--- src/hw/rtl/cts_pkg.sv ---
package cts_pkg;

  localparam int AngleW  = 16;
  localparam int MagW    = 16;
  localparam int CosW    = 20;
  localparam int CountW  = 4;
  localparam int X2W     = 31;
  localparam int TermW   = 33;
  localparam int ProdW   = 40;
  localparam int SumW    = 38;
  localparam int RecipW  = 24;
  localparam int HalfW   = 20;
  localparam int PpW     = HalfW + X2W;
  localparam int AccW    = 64;
  localparam int FracW   = 24;
  localparam int RndW    = SumW - 10;

  localparam int MAX_TERMS = 12;
  localparam int TERM_COUNT_RESET = 6;

  localparam logic [1:0] OP_SQ = 2'd0;
  localparam logic [1:0] OP_TX = 2'd1;
  localparam logic [1:0] OP_PR = 2'd2;

  typedef struct packed {
    logic              load_angle;
    logic              mul_lo;
    logic              mul_hi;
    logic [1:0]        op_sel;
    logic              wr_x2;
    logic              wr_p;
    logic              wr_t;
    logic              s_upd;
    logic [CountW-1:0] k;
    logic              out_load;
  } cts_cmd_t;

  typedef struct packed {
    logic out_ready;
  } cts_status_t;

  function automatic logic [RecipW-1:0] recip(input logic [CountW-1:0] idx);
    logic [RecipW-1:0] r;
    case (idx)
      4'd0:    r = 24'd8388608;
      4'd1:    r = 24'd1398101;
      4'd2:    r = 24'd559241;
      4'd3:    r = 24'd299593;
      4'd4:    r = 24'd186414;
      4'd5:    r = 24'd127100;
      4'd6:    r = 24'd92183;
      4'd7:    r = 24'd69905;
      4'd8:    r = 24'd54828;
      4'd9:    r = 24'd44151;
      4'd10:   r = 24'd36314;
      4'd11:   r = 24'd30394;
      4'd12:   r = 24'd25811;
      4'd13:   r = 24'd22192;
      4'd14:   r = 24'd19284;
      4'd15:   r = 24'd16913;
      default: r = 24'd16913;
    endcase
    return r;
  endfunction

endpackage

--- src/hw/rtl/cts_ctrl.sv ---
module cts_ctrl (
  input  logic                         clk,
  input  logic                         rst,
  input  logic                         in_valid,
  output logic                         in_stall,
  input  logic                         cfg_wr_en,
  input  logic [cts_pkg::CountW-1:0]   cfg_wr_data,
  input  cts_pkg::cts_status_t         status,
  output cts_pkg::cts_cmd_t            cmd
);
  import cts_pkg::*;

  localparam logic [3:0] S_IDLE = 4'd0;
  localparam logic [3:0] S_SQ0  = 4'd1;
  localparam logic [3:0] S_SQ1  = 4'd2;
  localparam logic [3:0] S_SQW  = 4'd3;
  localparam logic [3:0] S_TA0  = 4'd4;
  localparam logic [3:0] S_TA1  = 4'd5;
  localparam logic [3:0] S_TAW  = 4'd6;
  localparam logic [3:0] S_TB0  = 4'd7;
  localparam logic [3:0] S_TB1  = 4'd8;
  localparam logic [3:0] S_TBW  = 4'd9;
  localparam logic [3:0] S_ADD  = 4'd10;
  localparam logic [3:0] S_FIN  = 4'd11;

  logic [3:0]        state;
  logic [3:0]        state_next;
  logic [CountW-1:0] k;
  logic [CountW-1:0] k_next;
  logic [CountW-1:0] term_count;
  logic [CountW-1:0] n_clip;

  assign n_clip = (term_count > CountW'(MAX_TERMS)) ? CountW'(MAX_TERMS) : term_count;
  assign in_stall = (state != S_IDLE);

  always_ff @(posedge clk) begin
    if (rst) begin
      term_count <= CountW'(TERM_COUNT_RESET);
    end else if (cfg_wr_en) begin
      term_count <= cfg_wr_data;
    end
  end

  always_ff @(posedge clk) begin
    if (rst) begin
      state <= S_IDLE;
      k     <= '0;
    end else begin
      state <= state_next;
      k     <= k_next;
    end
  end

  always_comb begin
    state_next = state;
    k_next     = k;
    cmd        = '0;
    cmd.k      = k;
    case (state)
      S_IDLE: begin
        if (in_valid) begin
          cmd.load_angle = 1'b1;
          k_next         = CountW'(1);
          state_next     = S_SQ0;
        end
      end
      S_SQ0: begin
        cmd.op_sel = OP_SQ;
        cmd.mul_lo = 1'b1;
        state_next = S_SQ1;
      end
      S_SQ1: begin
        cmd.op_sel = OP_SQ;
        cmd.mul_hi = 1'b1;
        state_next = S_SQW;
      end
      S_SQW: begin
        cmd.op_sel = OP_SQ;
        cmd.wr_x2  = 1'b1;
        state_next = (n_clip == '0) ? S_FIN : S_TA0;
      end
      S_TA0: begin
        cmd.op_sel = OP_TX;
        cmd.mul_lo = 1'b1;
        state_next = S_TA1;
      end
      S_TA1: begin
        cmd.op_sel = OP_TX;
        cmd.mul_hi = 1'b1;
        state_next = S_TAW;
      end
      S_TAW: begin
        cmd.op_sel = OP_TX;
        cmd.wr_p   = 1'b1;
        state_next = S_TB0;
      end
      S_TB0: begin
        cmd.op_sel = OP_PR;
        cmd.mul_lo = 1'b1;
        state_next = S_TB1;
      end
      S_TB1: begin
        cmd.op_sel = OP_PR;
        cmd.mul_hi = 1'b1;
        state_next = S_TBW;
      end
      S_TBW: begin
        cmd.op_sel = OP_PR;
        cmd.wr_t   = 1'b1;
        state_next = S_ADD;
      end
      S_ADD: begin
        cmd.s_upd = 1'b1;
        if (k == n_clip) begin
          state_next = S_FIN;
        end else begin
          k_next     = k + CountW'(1);
          state_next = S_TA0;
        end
      end
      S_FIN: begin
        if (status.out_ready) begin
          cmd.out_load = 1'b1;
          state_next   = S_IDLE;
        end
      end
      default: begin
        state_next = S_IDLE;
      end
    endcase
  end

endmodule

--- src/hw/rtl/cts_dp.sv ---
module cts_dp (
  input  logic                               clk,
  input  logic                               rst,
  input  cts_pkg::cts_cmd_t                  cmd,
  output cts_pkg::cts_status_t               status,
  input  logic signed [cts_pkg::AngleW-1:0]  angle,
  output logic                               out_valid,
  input  logic                               out_stall,
  output logic signed [cts_pkg::CosW-1:0]    cosine,
  output logic                               saturated
);
  import cts_pkg::*;

  logic [MagW-1:0]          mag;
  logic [MagW-1:0]          mag_in;
  logic [X2W-1:0]           x2;
  logic [ProdW-1:0]         p;
  logic [TermW-1:0]         t;
  logic signed [SumW-1:0]   s;
  logic [AccW-1:0]          acc;
  logic [PpW-1:0]           pp;
  logic [ProdW-1:0]         op_a;
  logic [X2W-1:0]           op_b;
  logic                     rnd;
  logic [HalfW-1:0]         a_half;
  logic [PpW-1:0]           pp_next;
  logic [AccW-1:0]          full;
  logic [ProdW-1:0]         mres;
  logic signed [SumW-1:0]   t_ext;
  logic signed [SumW-1:0]   s_bias;
  logic signed [RndW-1:0]   c;

  assign mag_in = angle[AngleW-1] ? (~angle + MagW'(1)) : angle;

  always_comb begin
    case (cmd.op_sel)
      OP_SQ: begin
        op_a = {{(ProdW-MagW){1'b0}}, mag};
        op_b = {{(X2W-MagW){1'b0}}, mag};
        rnd  = 1'b0;
      end
      OP_TX: begin
        op_a = {{(ProdW-TermW){1'b0}}, t};
        op_b = x2;
        rnd  = 1'b1;
      end
      OP_PR: begin
        op_a = p;
        op_b = {{(X2W-RecipW){1'b0}}, recip(cmd.k - CountW'(1))};
        rnd  = 1'b1;
      end
      default: begin
        op_a = '0;
        op_b = '0;
        rnd  = 1'b0;
      end
    endcase
  end

  assign a_half  = cmd.mul_lo ? op_a[HalfW-1:0] : op_a[ProdW-1:HalfW];
  assign pp_next = PpW'({{(PpW-HalfW){1'b0}}, a_half} * {{(PpW-X2W){1'b0}}, op_b});
  assign full    = acc + AccW'({pp, {HalfW{1'b0}}});
  assign mres    = full[FracW+ProdW-1:FracW];

  assign t_ext  = SumW'(signed'({1'b0, t}));
  assign s_bias = s + SumW'(512);
  assign c      = s_bias[SumW-1:10];

  assign status.out_ready = !out_valid || !out_stall;

  always_ff @(posedge clk) begin
    if (cmd.load_angle) begin
      mag <= mag_in;
      t   <= TermW'(1) << FracW;
      s   <= SumW'(1) << FracW;
    end
    if (cmd.mul_lo || cmd.mul_hi) begin
      pp <= pp_next;
    end
    if (cmd.mul_hi) begin
      acc <= AccW'(pp) + (rnd ? (AccW'(1) << (FracW - 1)) : AccW'(0));
    end
    if (cmd.wr_x2) begin
      x2 <= full[X2W-1:0];
    end
    if (cmd.wr_p) begin
      p <= mres;
    end
    if (cmd.wr_t) begin
      t <= mres[TermW-1:0];
    end
    if (cmd.s_upd) begin
      s <= cmd.k[0] ? (s - t_ext) : (s + t_ext);
    end
    if (cmd.out_load) begin
      if (c > RndW'(524287)) begin
        cosine    <= CosW'(524287);
        saturated <= 1'b1;
      end else if (c < -RndW'(524288)) begin
        cosine    <= CosW'(-524288);
        saturated <= 1'b1;
      end else begin
        cosine    <= c[CosW-1:0];
        saturated <= 1'b0;
      end
    end
  end

  always_ff @(posedge clk) begin
    if (rst) begin
      out_valid <= 1'b0;
    end else if (cmd.out_load) begin
      out_valid <= 1'b1;
    end else if (!out_stall) begin
      out_valid <= 1'b0;
    end
  end

endmodule

--- src/hw/rtl/cosine_taylor_series.sv ---
// Cosine of a signed Q3.12 angle by a truncated Taylor series with term_count terms after
// the leading one (values above twelve act as twelve), returned as signed Q5.14 with a
// saturation flag. All products go through one shared 20 by 31 bit multiplier, each product
// taking a low-half step, a high-half step and a write-back step; an item first forms the
// square of the angle, then for each term its two products and the running sum. The
// finished result sits in an output register, and the next item is accepted once that
// register has been loaded. term_count resets to six and should be written only while the
// block is idle.
module cosine_taylor_series (
  input  logic                               clk,
  input  logic                               rst,
  input  logic                               in_valid,
  output logic                               in_stall,
  input  logic signed [cts_pkg::AngleW-1:0]  angle,
  output logic                               out_valid,
  input  logic                               out_stall,
  output logic signed [cts_pkg::CosW-1:0]    cosine,
  output logic                               saturated,
  input  logic                               cfg_wr_en,
  input  logic [cts_pkg::CountW-1:0]         cfg_wr_data
);
  import cts_pkg::*;

  cts_cmd_t    cmd;
  cts_status_t status;

  cts_ctrl u_ctrl (
    .clk         (clk),
    .rst         (rst),
    .in_valid    (in_valid),
    .in_stall    (in_stall),
    .cfg_wr_en   (cfg_wr_en),
    .cfg_wr_data (cfg_wr_data),
    .status      (status),
    .cmd         (cmd)
  );

  cts_dp u_dp (
    .clk       (clk),
    .rst       (rst),
    .cmd       (cmd),
    .status    (status),
    .angle     (angle),
    .out_valid (out_valid),
    .out_stall (out_stall),
    .cosine    (cosine),
    .saturated (saturated)
  );

endmodule
--- config.mk ---
export PLATFORM = sky130hd
export DESIGN_NAME = cosine_taylor_series
export DESIGN_NICKNAME = d
export VERILOG_FILES = /design/src/hw/rtl/cts_pkg.sv /design/src/hw/rtl/cts_ctrl.sv /design/src/hw/rtl/cts_dp.sv /design/src/hw/rtl/cosine_taylor_series.sv
export SDC_FILE = /design/constraint.sdc
export NUM_CORES = 2
export LEC_CHECK = 0
export BUFFER_PORTS_ARGS = -buffer_cell sky130_fd_sc_hd__buf_4
export CORE_ASPECT_RATIO = 2
export CORE_MARGIN = 2
export CORE_UTILIZATION = 45
export CTS_BUF_LIST = sky130_fd_sc_hd__clkbuf_16
export DETAILED_ROUTE_END_ITERATION = 8
export PLACE_DENSITY = 0.57
export SETUP_SLACK_MARGIN = 0.15
export SLEW_MARGIN = 20
export SYNTH_ARGS = -nofsm -noshare
export SYNTH_HDL_FRONTEND = slang
export SYNTH_HIERARCHICAL = 1
export SYNTH_SLANG_ARGS = --single-unit
--- constraint.sdc ---
create_clock -name clk -period 23.1 [get_ports clk]
set_input_delay 1.155 -clock clk [delete_from_list [all_inputs] [get_ports clk]]
set_output_delay 1.155 -clock clk [all_outputs]
set_load 0.05 [all_outputs]
==> impl_metrics.json <==
{
  "outcome": "finished clean",
  "cts_resized": 0,
  "grt_remaining_overflow": 0,
  "powerDensity_mw_per_mm2": 104,
  "clock_input_transition_at_the_sequential_cells_of_the_worst_setup_and_hold_paths_ns": 0.08,
  "timing.critical_path.max_delay_family": "adder cells",
  "yosysSeqAreaShare_pct": 23.6,
  "firstDrtPassIters": 7,
  "flip_flop_and_latch_area_mm2": 0.00873,
  "port_buffers": 47,
  "vias_after_detailed_routing": 28895,
  "grt_antenna_before_repair": 1,
  "mappedNetlistNets": 4752,
  "ant_nets": 0,
  "finish_stage_setup_viols": 0,
  "h-tree-depth": 1,
  "cell_taking_the_most_area_after_synthesis": "fa_1",
  "longest_clk_path_bufs": 3,
  "slew_headroom_pct": 22.5,
  "post-route-drc-count": 0,
  "startpoint_type": "flip-flop",
  "route.detailed.vias_per_inst": 5.79,
  "yosysTopAreaCellShare_pct": 28.2,
  "synth_most_common_cell": "inv_1",
  "cts_hold_buf": 0,
  "fmax_mhz": 92.0,
  "fin_crit_ns": 10.87,
  "detailroute.wirelength.met3_um": 5950,
  "timing.setup.tns_ns": 0,
  "vdd_ir_drop_max_mv": 0.143,
  "routed_wl_um": 130000,
  "hold_violation_total_from_the_final_report": 0,
  "multi_input_area_mm2": 0.0253,
  "drive_gt1_share_pct": 6.50,
  "crit_type": "flip-flop to flip-flop",
  "whs_path_depth": 0,
  "filler_cell_count": 7739,
  "synthArstFlopShare_pct": 0,
  "final_min_period_over_clock_period_pct": 47.1,
  "final_util_pct": 48.7,
  "finish.net_count": 4716,
  "final.hold.worst_slack_ns": 0.424,
  "design_area_mm2": 0.0396,
  "final.setup.worst_slack_ns": 12.23,
  "clk_latency_ns": 0.58,
  "first_pass_grt_wire_length_um": 191000,
  "place_hpwl_um": 103000,
  "cap_viol_max_count": 0,
  "io_pins": 48,
  "holdCritPathClass": "flip-flop to flip-flop",
  "area_growth_pct": 7.24,
  "cp_max_fo": 50,
  "crit_required_ns": 23.42,
  "top_layer_used": "met5",
  "fin_skew_ns": 0.0150,
  "timing.critical_path.arrival_ns": 11.18,
  "die_area_mm2": 0.0845,
  "grt_max_degree": 55,
  "synth_seq_cells": 295,
  "cts_setup_buffers": 0,
  "gp_congestion": 0.920,
  "cts_tree": "yes",
  "dieWidth_um": 207,
  "synth_area_leaders": "fa_1 (28%), edfxtp_1 (23%), ha_1 (8.5%)",
  "placed_cells_incl_taps": 4940,
  "leakage_nw": 17.6,
  "post_drt_wl_per_cell_um": 25.9,
  "total_clock_sinks": 295,
  "post-layout-total-power_mw": 4.11,
  "synthesis.area_mm2": 0.0369,
  "grt_util_all_layers_pct": 31.4,
  "worst-slew-pin-transition_ns": 1.16,
  "final_cells": 4993,
  "floorplan.initialDensity_pct": 45.4,
  "dp_worst_setup_slack_ns": 12.42,
  "crit_cells": 32,
  "via_count_of_the_first_global_routing_pass": 30710,
  "cpMaxStageDelayCell": "a221o_1",
  "synth_edf_count": 282,
  "synthFlopType": "edfxtp_1",
  "synthesis.area_per_instance_um2": 9.34,
  "postPlaceCellArea_mm2": 0.0386,
  "timing.critical_path.to_type": "flip-flop",
  "die_h_um": 409,
  "met1_length_um": 39400,
  "floorplan.rows": 148,
  "synthCells": 3956,
  "synth.distinct_cells": 95,
  "met2_wirelength_um": 69600,
  "drt_iter0_markers": 1989,
  "tritoncts.num_buffers": 26,
  "worstPathBufferInverterCount": 8,
  "yosysWarningCount": 6,
  "worst_case_reg_to_reg_path_depth": 32,
  "ctsRootBufferMaster": "clkbuf_16",
  "rsz0062_at_grt": "false",
  "design.core.area_mm2": 0.0813,
  "synthTopCellsByCount": "inv_1 (648), nand2_1 (558), fa_1 (520)",
  "critPathMaxStageDelay_ns": 0.57,
  "timing.final.max_slew_violations": 0
}
-- layer usage --
layer / vias up / track usage [%]
met5: - / 0
met4: 2 / 27.2
met3: 479 / 3.17
met2: 1068 / 58.8
met1: 14643 / 29.7
li1: 12703 / -
-- placed cells by master, fill, tap and decap left out, types with 25 or more instances in the layout --
| master | netlist | final |
|---|---|---|
| a22oi_1 | 28 | 28 |
| o21ai_0 | 97 | 97 |
| nand2b_1 | 31 | 31 |
| edfxtp_1 | 282 | 282 |
| xor2_1 | 71 | 71 |
| nor2b_1 | 25 | 25 |
| ha_1 | 251 | 248 |
| clkbuf_16 | 0 | 27 |
| and3_1 | 31 | 31 |
| fa_1 | 520 | 520 |
| a21oi_1 | 155 | 152 |
| nand3_1 | 39 | 39 |
| nand2_1 | 558 | 558 |
| xnor2_1 | 140 | 140 |
| and2_1 | 74 | 74 |
| nor3_1 | 49 | 36 |
| a21o_1 | 65 | 65 |
| nor2_1 | 346 | 342 |
| nand4_1 | 26 | 26 |
| inv_1 | 648 | 648 |
| buf_4 | 1 | 117 |
-- where the power goes --
part	internal (mW)	switching (mW)	leakage, nW	total, mW
sequential	0.770	0.112	2.75	0.882
combinational	0.969	1.76	14.4	2.73
clock	0.283	0.218	0.465	0.501
total	2.02	2.09	17.6	4.11
-- logic make-up (layout without fill, tap and decap cells) --
| kind of cell | count (synthesis) | after routing | share of synthesized area, % |
|---|---|---|---|
| adder cells (fa/ha/maj) | 771 | 771 | 36.7 |
| XOR/XNOR | 211 | 211 | 5.00 |
| other | 0 | 3 | 0 |
| AND/OR/NAND/NOR | 1257 | 1257 | 15.2 |
| buffers and inverters | 830 | 814 | 8.50 |
| AO/OA/AOI/OAI | 570 | 570 | 10.4 |
| multiplexers | 22 | 22 | 0.620 |
| flip-flops | 295 | 295 | 23.6 |
-- final cells by class --
cell class / instances / share of cell area, %
Inverter: 648 / 6.14
Antenna cell: 3 / 0.0190
Tap cell: 1050 / 3.32
Clock inverter: 21 / 0.707
Timing Repair Buffer: 118 / 2.24
Sequential cell: 295 / 22.0
Multi-Input combinational cell: 2831 / 63.8
Clock buffer: 27 / 1.71
-- path summary, 6_finish.rpt --
check               start           to  slack [ns]
min reg2reg  u_dp/acc[17]  u_dp/x2[17]        0.42
min          u_dp/acc[17]  u_dp/x2[17]        0.42
max reg2reg   u_ctrl/k[0]  u_dp/pp[47]       12.23
max           u_ctrl/k[0]  u_dp/pp[47]       12.23
-- flip-flops by register name (all words and copies together) (netlist names) --
register and cells:
u_dp/mag 16, u_dp/cosine 20, u_dp/pp 51, u_ctrl/k 4, u_dp/out_valid 1, u_ctrl/term_count 4
u_dp/acc 52, u_dp/x2 31, u_dp/s 38, u_ctrl/state 4, u_dp/t 33, u_dp/p 40
u_dp/saturated 1
Power figures use the tool's default switching activity.
